File: src/i2cm_pkg.sv
// Shared types, codes and reset constants for the I2C master bit engine.
package i2cm_pkg;

    localparam int unsigned REG_W = 8;
    localparam int unsigned CFG_IDX_W = 2;

    localparam logic [REG_W-1:0] EDGE_HOLD_RST   = 8'd5;
    localparam logic [REG_W-1:0] HALF_BIT_RST    = 8'd2;
    localparam logic [REG_W-1:0] SETTLE_RST      = 8'd1;
    localparam logic [REG_W-1:0] ACK_TIMEOUT_RST = 8'd250;

    localparam logic [3:0] BITS_PER_BYTE = 4'd8;

    typedef enum logic [CFG_IDX_W-1:0] {
        CFG_EDGE_HOLD   = 2'd0,
        CFG_HALF_BIT    = 2'd1,
        CFG_SETTLE      = 2'd2,
        CFG_ACK_TIMEOUT = 2'd3
    } cfg_idx_t;

    typedef enum logic [2:0] {
        REQ_NONE     = 3'd0,
        REQ_START    = 3'd1,
        REQ_STOP     = 3'd2,
        REQ_WRITE    = 3'd3,
        REQ_WAIT_ACK = 3'd4,
        REQ_READ     = 3'd5
    } req_code_t;

    typedef enum logic [15:0] {
        PH_IDLE    = 16'h0001,
        PH_ST_A    = 16'h0002,
        PH_ST_B    = 16'h0004,
        PH_SP_A    = 16'h0008,
        PH_SP_B    = 16'h0010,
        PH_WR_LOW  = 16'h0020,
        PH_WR_HIGH = 16'h0040,
        PH_WA_SET  = 16'h0080,
        PH_WA_HIGH = 16'h0100,
        PH_WA_POLL = 16'h0200,
        PH_RD_LOW  = 16'h0400,
        PH_RD_HIGH = 16'h0800,
        PH_AK_LOW  = 16'h1000,
        PH_AK_HIGH = 16'h2000,
        PH_FS_A    = 16'h4000,
        PH_FS_B    = 16'h8000
    } phase_t;

    typedef struct packed {
        logic [2:0] req_type;
        logic [7:0] tx_byte;
        logic       give_ack;
        logic       sda_in;
    } i2cm_in_t;

    typedef struct packed {
        logic       scl_level;
        logic       sda_level;
        logic       sda_drive;
        logic       busy_res;
        logic       done_res;
        logic [7:0] rx_byte;
        logic       ack_failed;
    } i2cm_out_t;

    typedef struct packed {
        logic [REG_W-1:0] edge_hold_ticks;
        logic [REG_W-1:0] half_bit_ticks;
        logic [REG_W-1:0] settle_ticks;
        logic [REG_W-1:0] ack_timeout_ticks;
    } i2cm_cfg_t;

    typedef struct packed {
        phase_t     phase;
        logic [3:0] bit_count;
        logic [7:0] shift_byte;
        logic [7:0] wait_count;
        logic [7:0] poll_count;
        logic       ack_choice;
        logic       scl;
        logic       sda;
        logic       drv;
    } i2cm_state_t;

endpackage

File: src/i2cm_cfg.sv
// Configuration register file for the tick-count settings.
module i2cm_cfg (
    input  logic                            aclk,
    input  logic                            aresetn,
    input  logic                            cfg_wr_en,
    input  logic [i2cm_pkg::CFG_IDX_W-1:0]  cfg_wr_index,
    input  logic [i2cm_pkg::REG_W-1:0]      cfg_wr_data,
    output i2cm_pkg::i2cm_cfg_t             cfg
);
    import i2cm_pkg::*;

    i2cm_cfg_t cfg_reg;
    i2cm_cfg_t cfg_next;

    always_comb begin
        cfg_next = cfg_reg;
        if (cfg_wr_en) begin
            case (cfg_idx_t'(cfg_wr_index))
                CFG_EDGE_HOLD:   cfg_next.edge_hold_ticks   = cfg_wr_data;
                CFG_HALF_BIT:    cfg_next.half_bit_ticks    = cfg_wr_data;
                CFG_SETTLE:      cfg_next.settle_ticks      = cfg_wr_data;
                CFG_ACK_TIMEOUT: cfg_next.ack_timeout_ticks = cfg_wr_data;
                default:         cfg_next = cfg_reg;
            endcase
        end
    end

    always_ff @(posedge aclk) begin
        if (!aresetn) begin
            cfg_reg.edge_hold_ticks   <= EDGE_HOLD_RST;
            cfg_reg.half_bit_ticks    <= HALF_BIT_RST;
            cfg_reg.settle_ticks      <= SETTLE_RST;
            cfg_reg.ack_timeout_ticks <= ACK_TIMEOUT_RST;
        end else begin
            cfg_reg <= cfg_next;
        end
    end

    assign cfg = cfg_reg;

endmodule

File: src/i2cm_step.sv
// Next-state and result logic for one tick of the bit engine.
module i2cm_step (
    input  i2cm_pkg::i2cm_state_t cur,
    input  i2cm_pkg::i2cm_in_t    in_item,
    input  i2cm_pkg::i2cm_cfg_t   cfg,
    output i2cm_pkg::i2cm_state_t nxt,
    output i2cm_pkg::i2cm_out_t   res
);
    import i2cm_pkg::*;

    logic [7:0] hold_sel;
    logic [7:0] hold_lim;
    logic [7:0] wait_inc;
    logic       hold_done;
    logic [7:0] hold_wait;
    logic [3:0] bit_inc;
    logic [7:0] shift_up;
    logic       done;
    logic       fail;
    logic [7:0] rx;

    // Each timed phase waits on exactly one tick count; pick it first.
    always_comb begin
        case (cur.phase)
            PH_ST_A, PH_ST_B, PH_SP_A, PH_SP_B, PH_FS_A, PH_FS_B:
                hold_sel = cfg.edge_hold_ticks;
            PH_WR_LOW, PH_WR_HIGH, PH_RD_LOW, PH_AK_LOW:
                hold_sel = cfg.half_bit_ticks;
            PH_WA_SET, PH_WA_HIGH, PH_RD_HIGH:
                hold_sel = cfg.settle_ticks;
            PH_AK_HIGH:
                hold_sel = cur.ack_choice ? cfg.edge_hold_ticks : cfg.half_bit_ticks;
            default:
                hold_sel = cfg.edge_hold_ticks;
        endcase
    end

    // A zero count behaves as one tick.
    assign hold_lim  = (hold_sel == 8'd0) ? 8'd1 : hold_sel;
    assign wait_inc  = cur.wait_count + 8'd1;
    assign hold_done = (wait_inc >= hold_lim);
    assign hold_wait = hold_done ? 8'd0 : wait_inc;
    assign bit_inc   = cur.bit_count + 4'd1;
    assign shift_up  = {cur.shift_byte[6:0], 1'b0};

    always_comb begin
        nxt  = cur;
        done = 1'b0;
        fail = 1'b0;
        rx   = 8'd0;
        case (cur.phase)
            PH_IDLE: begin
                nxt.wait_count = 8'd0;
                case (req_code_t'(in_item.req_type))
                    REQ_START: begin
                        nxt.drv   = 1'b1;
                        nxt.sda   = 1'b1;
                        nxt.scl   = 1'b1;
                        nxt.phase = PH_ST_A;
                    end
                    REQ_STOP: begin
                        nxt.drv   = 1'b1;
                        nxt.scl   = 1'b0;
                        nxt.sda   = 1'b0;
                        nxt.phase = PH_SP_A;
                    end
                    REQ_WRITE: begin
                        nxt.shift_byte = in_item.tx_byte;
                        nxt.bit_count  = 4'd0;
                        nxt.drv        = 1'b1;
                        nxt.scl        = 1'b0;
                        nxt.sda        = in_item.tx_byte[7];
                        nxt.phase      = PH_WR_LOW;
                    end
                    REQ_WAIT_ACK: begin
                        nxt.drv        = 1'b0;
                        nxt.sda        = 1'b1;
                        nxt.poll_count = 8'd0;
                        nxt.phase      = PH_WA_SET;
                    end
                    REQ_READ: begin
                        nxt.drv        = 1'b0;
                        nxt.sda        = 1'b1;
                        nxt.scl        = 1'b0;
                        nxt.shift_byte = 8'd0;
                        nxt.bit_count  = 4'd0;
                        nxt.ack_choice = in_item.give_ack;
                        nxt.phase      = PH_RD_LOW;
                    end
                    default: nxt.phase = PH_IDLE;
                endcase
            end
            PH_ST_A: begin
                nxt.wait_count = hold_wait;
                if (hold_done) begin
                    nxt.sda   = 1'b0;
                    nxt.phase = PH_ST_B;
                end
            end
            PH_ST_B: begin
                nxt.wait_count = hold_wait;
                if (hold_done) begin
                    nxt.scl   = 1'b0;
                    nxt.phase = PH_IDLE;
                    done      = 1'b1;
                end
            end
            PH_SP_A, PH_FS_A: begin
                nxt.wait_count = hold_wait;
                if (hold_done) begin
                    nxt.scl   = 1'b1;
                    nxt.sda   = 1'b1;
                    nxt.phase = (cur.phase == PH_SP_A) ? PH_SP_B : PH_FS_B;
                end
            end
            PH_SP_B, PH_FS_B: begin
                nxt.wait_count = hold_wait;
                if (hold_done) begin
                    fail      = (cur.phase == PH_FS_B);
                    nxt.phase = PH_IDLE;
                    done      = 1'b1;
                end
            end
            PH_WR_LOW: begin
                nxt.wait_count = hold_wait;
                if (hold_done) begin
                    nxt.scl   = 1'b1;
                    nxt.phase = PH_WR_HIGH;
                end
            end
            PH_WR_HIGH: begin
                nxt.wait_count = hold_wait;
                if (hold_done) begin
                    nxt.scl       = 1'b0;
                    nxt.bit_count = bit_inc;
                    if (bit_inc >= BITS_PER_BYTE) begin
                        nxt.phase = PH_IDLE;
                        done      = 1'b1;
                    end else begin
                        nxt.shift_byte = shift_up;
                        nxt.sda        = shift_up[7];
                        nxt.phase      = PH_WR_LOW;
                    end
                end
            end
            PH_WA_SET: begin
                nxt.wait_count = hold_wait;
                if (hold_done) begin
                    nxt.scl   = 1'b1;
                    nxt.phase = PH_WA_HIGH;
                end
            end
            PH_WA_HIGH: begin
                nxt.wait_count = hold_wait;
                if (hold_done) begin
                    nxt.phase = PH_WA_POLL;
                end
            end
            PH_WA_POLL: begin
                if (!in_item.sda_in) begin
                    nxt.scl   = 1'b0;
                    nxt.phase = PH_IDLE;
                    done      = 1'b1;
                end else if (cur.poll_count >= cfg.ack_timeout_ticks) begin
                    // No ack in time: drive a stop condition, then flag failure.
                    nxt.drv        = 1'b1;
                    nxt.scl        = 1'b0;
                    nxt.sda        = 1'b0;
                    nxt.wait_count = 8'd0;
                    nxt.phase      = PH_FS_A;
                end else begin
                    nxt.poll_count = cur.poll_count + 8'd1;
                end
            end
            PH_RD_LOW: begin
                nxt.wait_count = hold_wait;
                if (hold_done) begin
                    nxt.scl   = 1'b1;
                    nxt.phase = PH_RD_HIGH;
                end
            end
            PH_RD_HIGH: begin
                nxt.wait_count = hold_wait;
                if (hold_done) begin
                    nxt.shift_byte = {cur.shift_byte[6:0], in_item.sda_in};
                    nxt.bit_count  = bit_inc;
                    nxt.scl        = 1'b0;
                    if (bit_inc >= BITS_PER_BYTE) begin
                        nxt.drv   = 1'b1;
                        nxt.sda   = ~cur.ack_choice;
                        nxt.phase = PH_AK_LOW;
                    end else begin
                        nxt.phase = PH_RD_LOW;
                    end
                end
            end
            PH_AK_LOW: begin
                nxt.wait_count = hold_wait;
                if (hold_done) begin
                    nxt.scl   = 1'b1;
                    nxt.phase = PH_AK_HIGH;
                end
            end
            PH_AK_HIGH: begin
                nxt.wait_count = hold_wait;
                if (hold_done) begin
                    nxt.scl   = 1'b0;
                    nxt.phase = PH_IDLE;
                    done      = 1'b1;
                    rx        = cur.shift_byte;
                end
            end
            default: begin
                nxt.phase      = PH_IDLE;
                nxt.wait_count = 8'd0;
            end
        endcase
    end

    always_comb begin
        res.scl_level  = nxt.scl;
        res.sda_level  = nxt.sda;
        res.sda_drive  = nxt.drv;
        res.busy_res   = (nxt.phase != PH_IDLE);
        res.done_res   = done;
        res.rx_byte    = rx;
        res.ack_failed = fail;
    end

endmodule

File: src/i2cm_out_reg.sv
// Result register that holds one tick's outputs until the consumer takes them.
module i2cm_out_reg (
    input  logic                aclk,
    input  logic                aresetn,
    input  logic                load,
    input  i2cm_pkg::i2cm_out_t load_data,
    output logic                can_load,
    output logic                m_valid,
    input  logic                m_ready,
    output i2cm_pkg::i2cm_out_t m_data
);
    import i2cm_pkg::*;

    logic      valid_reg;
    logic      valid_next;
    i2cm_out_t data_reg;

    assign can_load   = !valid_reg || m_ready;
    assign valid_next = load || (valid_reg && !m_ready);

    always_ff @(posedge aclk) begin
        if (!aresetn) begin
            valid_reg <= 1'b0;
        end else begin
            valid_reg <= valid_next;
        end
    end

    always_ff @(posedge aclk) begin
        if (load) begin
            data_reg <= load_data;
        end
    end

    assign m_valid = valid_reg;
    assign m_data  = data_reg;

endmodule

File: src/i2c_master_bit_engine.sv
// Top level of the I2C master bit engine: tick state, settings and result register.
//
//  Channel   Ports                         Carries
//  --------  ----------------------------  ----------------------------------------
//  input     s_valid, s_ready, s_data      one tick: request, tx byte, ack choice, SDA
//  result    m_valid, m_ready, m_data      line levels, busy, done, rx byte, ack fail
//  config    cfg_wr_en, cfg_wr_index, ...  tick-count settings, write only
//
// One tick transfer is accepted every clock while the result register is empty or
// being emptied; its result is presented on the next clock. The throughput of one
// tick per cycle is set by the single engine state register, updated once per
// transfer. Reset (aresetn low, synchronous) returns the engine to idle with SCL
// and SDA high and driven, and loads the default tick counts. A stall on the
// result side holds the pending result and stops input transfers; it never drops
// or repeats a tick.
module i2c_master_bit_engine (
    input  logic                           aclk,
    input  logic                           aresetn,
    input  logic                           s_valid,
    output logic                           s_ready,
    input  i2cm_pkg::i2cm_in_t             s_data,
    output logic                           m_valid,
    input  logic                           m_ready,
    output i2cm_pkg::i2cm_out_t            m_data,
    input  logic                           cfg_wr_en,
    input  logic [i2cm_pkg::CFG_IDX_W-1:0] cfg_wr_index,
    input  logic [i2cm_pkg::REG_W-1:0]     cfg_wr_data
);
    import i2cm_pkg::*;

    i2cm_cfg_t   cfg;
    i2cm_state_t state_reg;
    i2cm_state_t state_next;
    i2cm_out_t   step_res;
    logic        s_fire;

    // Settings must be rewritten only while the engine sits idle; the block itself does not enforce it.
    i2cm_cfg u_cfg (
        .aclk         (aclk),
        .aresetn      (aresetn),
        .cfg_wr_en    (cfg_wr_en),
        .cfg_wr_index (cfg_wr_index),
        .cfg_wr_data  (cfg_wr_data),
        .cfg          (cfg)
    );

    // One tick of work: all the phase logic is a single combinational pass.
    i2cm_step u_step (
        .cur     (state_reg),
        .in_item (s_data),
        .cfg     (cfg),
        .nxt     (state_next),
        .res     (step_res)
    );

    assign s_fire = s_valid && s_ready;

    // The engine state only moves when a tick transfer is accepted.
    always_ff @(posedge aclk) begin
        if (!aresetn) begin
            state_reg.phase      <= PH_IDLE;
            state_reg.bit_count  <= 4'd0;
            state_reg.shift_byte <= 8'd0;
            state_reg.wait_count <= 8'd0;
            state_reg.poll_count <= 8'd0;
            state_reg.ack_choice <= 1'b0;
            state_reg.scl        <= 1'b1;
            state_reg.sda        <= 1'b1;
            state_reg.drv        <= 1'b1;
        end else if (s_fire) begin
            state_reg <= state_next;
        end
    end

    // The result register parts the two handshakes.
    i2cm_out_reg u_out (
        .aclk      (aclk),
        .aresetn   (aresetn),
        .load      (s_fire),
        .load_data (step_res),
        .can_load  (s_ready),
        .m_valid   (m_valid),
        .m_ready   (m_ready),
        .m_data    (m_data)
    );

    // A completed command never leaves the engine busy.
    assert property (@(posedge aclk) disable iff (!aresetn)
        m_valid |-> !(m_data.done_res && m_data.busy_res))
        else $error("done and busy reported together");

    // An ack failure is only reported on a done tick.
    assert property (@(posedge aclk) disable iff (!aresetn)
        (m_valid && m_data.ack_failed) |-> m_data.done_res)
        else $error("ack failure without done");

    // Every accepted tick yields a result on the next clock.
    assert property (@(posedge aclk) disable iff (!aresetn)
        s_fire |=> m_valid)
        else $error("accepted tick produced no result");

    // The hold counter is always cleared while idle.
    assert property (@(posedge aclk) disable iff (!aresetn)
        (state_reg.phase == PH_IDLE) |-> (state_reg.wait_count == 8'd0))
        else $error("hold counter not clear in idle");

endmodule

File: config.mk
export PLATFORM = sky130hd
export DESIGN_NAME = i2c_master_bit_engine
export DESIGN_NICKNAME = d
export VERILOG_FILES = /design/src/i2cm_pkg.sv /design/src/i2cm_cfg.sv /design/src/i2cm_step.sv /design/src/i2cm_out_reg.sv /design/src/i2c_master_bit_engine.sv
export SDC_FILE = /design/constraint.sdc
export NUM_CORES = 1
export LEC_CHECK = 0
export ABC_AREA = 1
export BUFFER_PORTS_ARGS = -buffer_cell sky130_fd_sc_hd__buf_2
export CORE_ASPECT_RATIO = 1.2
export CORE_MARGIN = 2
export CORE_UTILIZATION = 50
export CTS_CLUSTER_DIAMETER = 60
export CTS_CLUSTER_SIZE = 16
export DETAILED_ROUTE_END_ITERATION = 12
export PLACE_DENSITY = 0.76
export SYNTH_ARGS = -nofsm -noshare
export SYNTH_HDL_FRONTEND = slang
export SYNTH_SLANG_ARGS = --single-unit
File: constraint.sdc
create_clock -name aclk -period 3.5 [get_ports aclk]
set_input_delay 0.35 -clock aclk [delete_from_list [all_inputs] [get_ports aclk]]
set_output_delay 0.35 -clock aclk [all_outputs]
set_load 0.02 [all_outputs]
==> results of run 1 <==
## Yosys cell counts, types with 4 or more instances
cell type / instances / area (µm²)
o21ai_1: 4 / 20.02
edfxtp_1: 14 / 420.4
o211ai_1: 9 / 67.56
inv_2: 6 / 22.52
o31ai_1: 4 / 30.03
o21ai_0: 61 / 305.3
nor2_4: 10 / 112.6
nand3b_1: 7 / 52.55
xnor2_1: 4 / 35.03
nand3_1: 49 / 245.2
dfxtp_1: 81 / 1622
nand4_1: 19 / 118.9
nor2_1: 110 / 412.9
clkbuf_1: 17 / 63.81
xor2_1: 9 / 78.83
nand2_1: 186 / 698.2
nand2_2: 7 / 43.79
inv_1: 97 / 364.1
nor3_1: 10 / 50.05
ha_1: 19 / 237.7
nor2_2: 9 / 56.30
nand2_4: 10 / 112.6
a21oi_1: 70 / 350.3
## layout make-up
cell class / instances / area share
multi-input combinational: 628 / 0.4939
sequential: 95 / 0.2971
timing repair buffer: 83 / 0.07658
inverter: 105 / 0.05766
clock buffer: 11 / 0.03495
tap: 157 / 0.02829
clock inverter: 5 / 0.01153
## worst max-delay path, delay by kind of cell (launching register included)
family	cells	cell delay [ns]
AND/OR/NAND/NOR	21	1.77
AO/OA/AOI/OAI	2	0.38
flip-flops	1	0.34
buffers and inverters	4	0.47
adder cells (fa/ha/maj)	1	0.28
## cell families after synthesis
group           count (synthesis)  share of synthesized area
compound gates                166                     0.1584
xor+xnor                       13                    0.01953
fa+ha+maj                      19                    0.04077
buf+inv                       128                    0.08734
flops                          95                     0.3502
simple gates                  428                     0.3438
## power groups by stage
stage / sequential (mW) / clock [mW] / combinational [mW]
6_report: 1.20 / 1.08 / 0.458
5_1_grt: 1.20 / 1.13 / 0.508
4_1_cts: 1.19 / 1.09 / 0.416
3_5_place_dp: 1.22 / 0 / 0.413
3_3_place_gp: 1.22 / 0 / 0.410
2_1_floorplan: 1.23 / 0 / 0.284
## layer usage
layer,vias up,global-route usage,share of wire
met2,209,0.4146,0.48
li1,2951,-,-
met1,2679,0.3204,0.43
met3,49,0.04214,0.055
met4,0,0.1108,0.033
met5,-,0,0
## final timing paths
| path | cells after the start | to | from | slack, ns |
|---|---|---|---|---|
| max | 28 | state_reg[28]$_SDFFE_PN0P_ | state_reg[35]$_SDFFE_PN0P_ | 0.17 |
| min | 3 | u_out.m_valid$_SDFF_PN0_ | s_valid | 0.25 |
| max reg2reg | 28 | state_reg[28]$_SDFFE_PN0P_ | state_reg[35]$_SDFFE_PN0P_ | 0.17 |
| min reg2reg | 2 | state_reg[27]$_SDFFE_PN0P_ | state_reg[27]$_SDFFE_PN0P_ | 0.47 |
## repair_timing
| item | 4_1_cts | 5_1_grt |
|---|---|---|
| setup endpoints to repair | 0 | 50 |
| hold endpoints to repair | 0 | 0 |
| gates resized for setup | 0 | 64 |
| setup buffers | 0 | 24 |
==> results.toml, run 1 <==
[place]
dp_hpwl_um = 10880
routabilityCongestion = 0.9860
postPlaceCellArea_um2 = 6250
placed_cells_incl_taps = 1042
dp_worst_setup_slack_ns = 0.1135
io_buffer_count = 43

[global_routing]
grt_first_pass_wirelength_um = 25080
antenna_found_initial = 0
grt_max_degree = 40
grt-ovfl-total = 0
grt_use_total = 0.2511
first_global_vias = 5281

[pwr]
p_seq_frac = 0.437
power_mw = 2.738
max-vdd-ir-drop_v = 0.0002081
p_switching_uw = 774.7
power.share.clock = 0.395
combPwrFrac = 0.167
p_int_mw = 1.963
p_per_area_nw_per_um2 = 394.2
total_leakage_power_nw = 3.289
netSwitchingFraction = 0.2830

[yosys]
synth.net_count = 896
ys.flop_type = "dfxtp_1"
synth-edff-count = 14
synth_cell_types = 46
yosys_warnings = 0
synthCells = 849
ys_seq_area_frac = 0.3502
syn-cell-area_um2 = 5831
synthArstFlopShare = 0
avgSynthCellArea_um2 = 6.868
synth-seq-cells = 95

[route]
drtPass1Iterations = 10
vias_per_cell = 5.432
post_drt_wl_per_cell_um = 14.75
detail-route-antenna-nets = 0
drt-initial-drc-count = 384
num_vias = 5888
wl_um = 15990
drc = 0

[floorplanning]
dieArea_um2 = 12550
die_y_um = 122.3
rows = 43
io_pins = 44
core_um2 = 11460
start_util = 0.5088
fp.dieW_um = 102.6

[sta]
finalCriticalPeriod_ns = 3.333
fin_skew_ns = 0.009009
setup_viol = 0
post-route-period-util = 0.9523
holdWs_ns = 0.2454
final.setup.worst_slack_ns = 0.1670
slew_violations = 0
fmax_ghz = 0.3000
setup-tns-final_ns = 0
hold_viol = 0
relSlewSlack = 0.3709
worst_pin_slew_ns = 0.9426

[clock_tree]
cts_root_buffer = "clkbuf_16"
clkLatencyLatePin_ns = 0.35
h-tree-depth = 3
cts_tree = "yes"
clkSinkCount = 95
cts_buffers = 9
cts.hold.buffers_added = 0
clk_pin_slew_ns = 0.07
cts.path.max_buffers = 2

[final_layout]
drive_gt1_frac = 0.2071
seq_area_um2 = 2063
largest_reg_flops = 48
synthToLayoutAreaGrowth_pct = 19.10
n_antenna_cell = 0
multi_input_area_um2 = 3430
most-common-layout-cells = "171 x nand2_1, 102 x nor2_1, 95 x inv_1"
fin_cells = 1084
utilization = 0.6060
final_common_cell = "nand2_1"
n_fill_cell = 1084
nets = 969
final_cell_area_um2 = 6944

[flow_run]
drv_cap = 0

[worst_hold_path]
hold_class = "in -> reg"

[setup_path]
path_common_cell = "nand2_1"
cpPeakStageDelay_ns = 0.34
crit_type = "reg -> reg"
cp-start-kind = "flip-flop"
cp_slowest_cell = "dfxtp_2"
arrival_ns = 3.61
endpoint_kind = "flip-flop"
crit_fanout = 8
worstPathRequired_ns = 3.78

[outcome]
status = "finished clean"
(Power assumes the default switching activity.)
==> run 2, diff against run 1 <==
SYNTH_HIERARCHICAL = 1   (was unset)
==> results.toml, run 2 <==
[final_layout]
drive_gt1_frac = 0.1733
synthToLayoutAreaGrowth_pct = 17.03
seq_area_um2 = 2052
n_antenna_cell = 0
largest_reg_flops = 48
nets = 1180
n_fill_cell = 1257
multi_input_area_um2 = 3971
final_common_cell = "nand2_1"
most-common-layout-cells = "270 x nand2_1, 180 x nor2_1, 161 x inv_1"

[sta]
finalCriticalPeriod_ns = 3.360
worst_pin_slew_ns = 0.8977
holdWs_ns = 0.2593
final.setup.worst_slack_ns = 0.1399
slew_violations = 0
post-route-period-util = 0.9600
hold_viol = 0
setup-tns-final_ns = 0
rsz0062_at_grt = "yes"
relSlewSlack = 0.4015
setup_viol = 0
fmax_ghz = 0.2976
fin_skew_ns = 0.01336

[global_routing]
first_global_vias = 5986
grt_use_total = 0.2423
grt_first_pass_wirelength_um = 27720
grt-ovfl-total = 0
grt_max_degree = 93
antenna_found_initial = 0

[setup_path]
crit_fanout = 7
worstPathRequired_ns = 3.60
arrival_ns = 3.46
cp-start-kind = "flip-flop"
crit_type = "reg -> reg"
cp-startpoint = "state_reg[35]$_SDFFE_PN0P_"
endpoint_kind = "flip-flop"
reg2reg_from = "state_reg[35]$_SDFFE_PN0P_"

[yosys]
synthCells = 1062
ys_top_cells_by_area = "dfxtp_1 24%, nand2_1 16%, nor2_1 11%"
synth-edff-count = 14
syn-cell-area_um2 = 6671
synth-seq-cells = 95
ys.flop_type = "dfxtp_1"
yosysTopAreaCell = "dfxtp_1"
synthTopCellsByCount = "277 x nand2_1, 192 x nor2_1, 163 x inv_1"
synth.net_count = 1110
yosys_warnings = 6
synth_cell_types = 49
ys_seq_area_frac = 0.3061
synth.top_cell.area_share = 0.2431
yosysMostFrequentCell = "nand2_1"
avgSynthCellArea_um2 = 6.282
synthArstFlopShare = 0

[floorplanning]
die_y_um = 130.5
io_pins = 44
start_util = 0.5084
core_um2 = 13120
rows = 46
fp.dieW_um = 109.4
dieArea_um2 = 14290

[route]
num_vias = 6833
detail-route-antenna-nets = 0
post_drt_wl_per_cell_um = 12.99
wl_um = 16950
drt-initial-drc-count = 499
vias_per_cell = 5.236
drtPass1Iterations = 5
drc = 0

[pwr]
max-vdd-ir-drop_v = 0.0002808
total_leakage_power_nw = 3.939
p_per_area_nw_per_um2 = 379.3

[clock_tree]
cts_root_buffer = "clkbuf_16"
clkSinkCount = 95
cts_tree = "yes"
clk_pin_slew_ns = 0.07
h-tree-depth = 3
cts_buffers = 9
clkLatencyLatePin_ns = 0.36
cts.path.max_buffers = 2

[place]
io_buffer_count = 43
routabilityCongestion = 0.9672
dp_hpwl_um = 12030
dp_worst_setup_slack_ns = -0.1394

[worst_hold_path]
min_from = "cfg_wr_data[4]"
hold_class = "in -> reg"

[flow_run]
drv_cap = 0

[outcome]
status = "finished clean"
[run 2: worst max-delay path, cell delays in order, from the launching register on]
cell and delay (ns):
dfxtp_2 0.33, nor2_4 0.13, nand2_4 0.10, nor2_8 0.22, nand4_4 0.16, clkinv_4 0.11
nor2_4 0.06, nand2_4 0.10, nand3_2 0.09, o21ai_2 0.07, nand2_1 0.06, nor2_1 0.09
nand2_1 0.05, nand2_1 0.06, ha_1 0.22, inv_1 0.05, a21boi_1 0.06, o21bai_1 0.13
nand2_1 0.07, nand2_2 0.07, nand2_4 0.09, nand2_2 0.10, buf_4 0.11, o22ai_1 0.05
inv_1 0.12, nand3_1 0.12, nor2_2 0.13, nand4_1 0.10
[run 2: logic make-up (layout without fill, tap and decap cells)]
logic type | after synthesis | count (layout) | share of synthesized area
and+or+nand+nor | 612 | 613 | 0.4038
buffers and inverters | 206 | 280 | 0.1311
AOI/OAI and AO/OA | 119 | 119 | 0.1084
DFF | 95 | 95 | 0.3061
adders and majority gates | 20 | 20 | 0.03751
xor gates and xnor gates | 10 | 10 | 0.01313
[run 2: per-layer routing]
layer  part of all wire  up-vias  global-route usage
met5                  0        -                   0
met4              0.030        0             0.09605
met3              0.048       47             0.04067
met2               0.48      215              0.4121
met1               0.44     3080              0.3043
li1                   -     3491                   -
[run 2: path summary, 6_finish.rpt]
kind	endpoint	slack, ns	cells past startpoint
min	u_cfg/cfg[4]$_SDFFE_PN1P_	0.26	3
max	u_out/m_data[10]$_DFFE_PP_	0.14	27
max reg2reg	u_out/m_data[10]$_DFFE_PP_	0.14	27
min reg2reg	u_cfg/cfg[17]$_SDFFE_PN1P_	0.47	2
[run 2: report_power, final]
| group | internal (mW) | switching [mW] |
|---|---|---|
| clock | 0.559 | 0.438 |
| combinational | 0.267 | 0.452 |
| sequential | 1.18 | 0.0642 |
| total | 2.01 | 0.955 |
[run 2: through the flow]
stage | area, µm² | power [mW] | instances | util
floorplan | 6671 | 1.716 | 1062 | -
global placement | 7237 | 1.912 | 1284 | 0.5515
detailed placement | 7237 | 1.924 | 1284 | 0.5515
CTS | 7547 | 2.930 | 1300 | 0.5751
global route | 7807 | 3.120 | 1305 | 0.5950
finish | 7807 | 2.961 | 1305 | 0.5950
[run 2: layout make-up]
class,count,share of cell area
Tap cell,168,0.02692
Inverter,168,0.08205
Clock buffer,10,0.02933
Multi-Input combinational cell,762,0.5087
Clock inverter,6,0.008654
Timing Repair Buffer,96,0.08157
Sequential cell,95,0.2628
[run 2: repair_timing]
item / in CTS / in global routing
hold buffers: 0 / 0
endpoints found under the setup margin: 19 / 37
buffers inserted: 0 / 5
pin swaps: 0 / 31
resized for setup: 5 / 67
cloned: 0 / 1
==> run 3, diff against run 2 <==
CORE_ASPECT_RATIO = unset   (was 1.2)
RECOVER_POWER = 50   (was unset)
TNS_END_PERCENT = 5   (was unset)
==> results.toml, run 3 (synthesis gave the netlist of run 2 again) <==
[place]
io_buffer_count = 43
routabilityCongestion = 1.006
placed_cells_incl_taps = 1285
dp_hpwl_um = 12060

[clock_tree]
cts_tree = "yes"
cts.hold.buffers_added = 0
clkLatencyLatePin_ns = 0.36
cts_buffers = 9
clk_pin_slew_ns = 0.07
clkSinkCount = 95
h-tree-depth = 3
cts_root_buffer = "clkbuf_16"
cts.path.max_buffers = 2

[final_layout]
multi_input_area_um2 = 3854
nets = 1173
most-common-layout-cells = "271 x nand2_1, 182 x nor2_1, 163 x inv_1"
n_antenna_cell = 0
n_fill_cell = 1304
largest_reg_flops = 48
final_common_cell = "nand2_1"
fin_cells = 1306
drive_gt1_frac = 0.1381
synthToLayoutAreaGrowth_pct = 14.03
seq_area_um2 = 2048

[route]
post_drt_wl_per_cell_um = 12.95
num_vias = 6748
drc = 0
vias_per_cell = 5.167
drt-initial-drc-count = 582
wl_um = 16920
drtPass1Iterations = 7
detail-route-antenna-nets = 0

[floorplanning]
fp.dieW_um = 119.5
die_y_um = 119.5
start_util = 0.5078
io_pins = 44
dieArea_um2 = 14280
core_um2 = 13140
rows = 42

[outcome]
violations = "max-capacitance violations, max-slew violations"
status = "finished with violations"

[global_routing]
grt-ovfl-total = 0
grt_use_total = 0.2382
grt_first_pass_wirelength_um = 27860
grt_max_degree = 82
antenna_found_initial = 0
first_global_vias = 5888

[worst_hold_path]
hold_class = "in -> reg"

[setup_path]
crit_type = "reg -> reg"
worstPathRequired_ns = 3.80
crit_fanout = 23
cp-start-kind = "flip-flop"
arrival_ns = 3.73
r2r_setup_slack_ns = 0.07
endpoint_kind = "flip-flop"

[sta]
fmax_ghz = 0.2912
fin_skew_ns = 0.007687
slew_violations = 42
setup-tns-final_ns = 0
rsz0062_at_grt = "yes"
hold_viol = 0
post-route-period-util = 0.9810
finalCriticalPeriod_ns = 3.434
worst_pin_slew_ns = 1.691
setup_viol = 0
relSlewSlack = -0.1276

[flow_run]
drv_cap = 1

[pwr]
total_leakage_power_nw = 3.832
power_mw = 2.916
p_per_area_nw_per_um2 = 383.3
max-vdd-ir-drop_v = 0.0003089
## run 3: changes by cell type in the layout (fill, tap and decap cells not counted), sizes merged
cell,before,now
buf,96,72
clkbuf,10,28
bufinv,1,0
clkinvlp,1,0
inv,169,170
nand2,288,287
nand3,93,94
## run 3: path summary, 6_finish.rpt
kind / start / to / cells after the start
hold / removal: cfg_wr_data[3] / u_cfg/cfg[3]$_SDFFE_PN1P_ / 3
setup / recovery: state_reg[40]$_SDFFE_PN0P_ / state_reg[38]$_SDFFE_PN0P_ / 26
hold reg to reg: u_cfg/cfg[17]$_SDFFE_PN1P_ / u_cfg/cfg[17]$_SDFFE_PN1P_ / 2
setup reg to reg: state_reg[40]$_SDFFE_PN0P_ / state_reg[38]$_SDFFE_PN0P_ / 26
## run 3: metrics by stage
step / util / worst slack (ns) / hold WS (ns) / area [µm²]
after floorplan: - / 0.09048 / 0.4285 / 6671
after global placement: 0.5476 / 0.06672 / 0.4428 / 7194
after detailed placement: 0.5476 / -0.06273 / 0.4469 / 7194
after CTS: 0.5706 / -0.001174 / 0.2476 / 7496
after global routing: 0.5790 / -0.1443 / 0.2605 / 7607
final: 0.5790 / 0.06649 / 0.2517 / 7607
## run 3: timing repair
action | CTS | global route
pin swaps | 0 | 11
setup endpoints to repair | 12 | 38
gates resized for setup | 4 | 41
buffers inserted | 0 | 4
gates cloned | 0 | 1
## run 3: worst max-delay path, stage by stage, from the launching register on
cell,delay [ns]
dfxtp_2,0.34
buf_4,0.14
inv_1,0.06
nor2_1,0.04
nand2_1,0.06
nor2_2,0.05
nand2_2,0.13
nand3_4,0.12
nor2_4,0.19
nand2_8,0.09
nor2_1,0.12
nor2_1,0.08
buf_4,0.14
buf_4,0.12
ha_1,0.26
a21boi_1,0.16
o21bai_1,0.08
nand2_1,0.06
nand2_1,0.06
nand2_2,0.13
inv_1,0.10
buf_12,0.17
o21ai_1,0.15
nand2_1,0.07
a31oi_1,0.20
nor2_1,0.08
nor2_1,0.16
## run 3: power by group
part / switching, mW / leakage (nW) / internal (mW)
Clock: 0.466 / 0.146 / 0.528
Sequential: 0.0624 / 0.806 / 1.18
Combinational: 0.438 / 2.88 / 0.241
Total: 0.967 / 3.83 / 1.95
## run 3: metal layers
metal	up-vias	routed length (µm)	global-route usage
met5	-	0	0
met4	0	401	0.08015
met3	31	902	0.03755
met2	195	7679	0.3839
met1	3042	7933	0.3261
li1	3480	-	-
## run 3: area by class of cell
class,instances,share of cell area
Clock buffer,11,0.03322
Clock inverter,5,0.005263
Inverter,168,0.08355
Multi-Input combinational cell,762,0.5066
Sequential cell,95,0.2692
Tap cell,176,0.02895
Timing Repair Buffer,89,0.07319
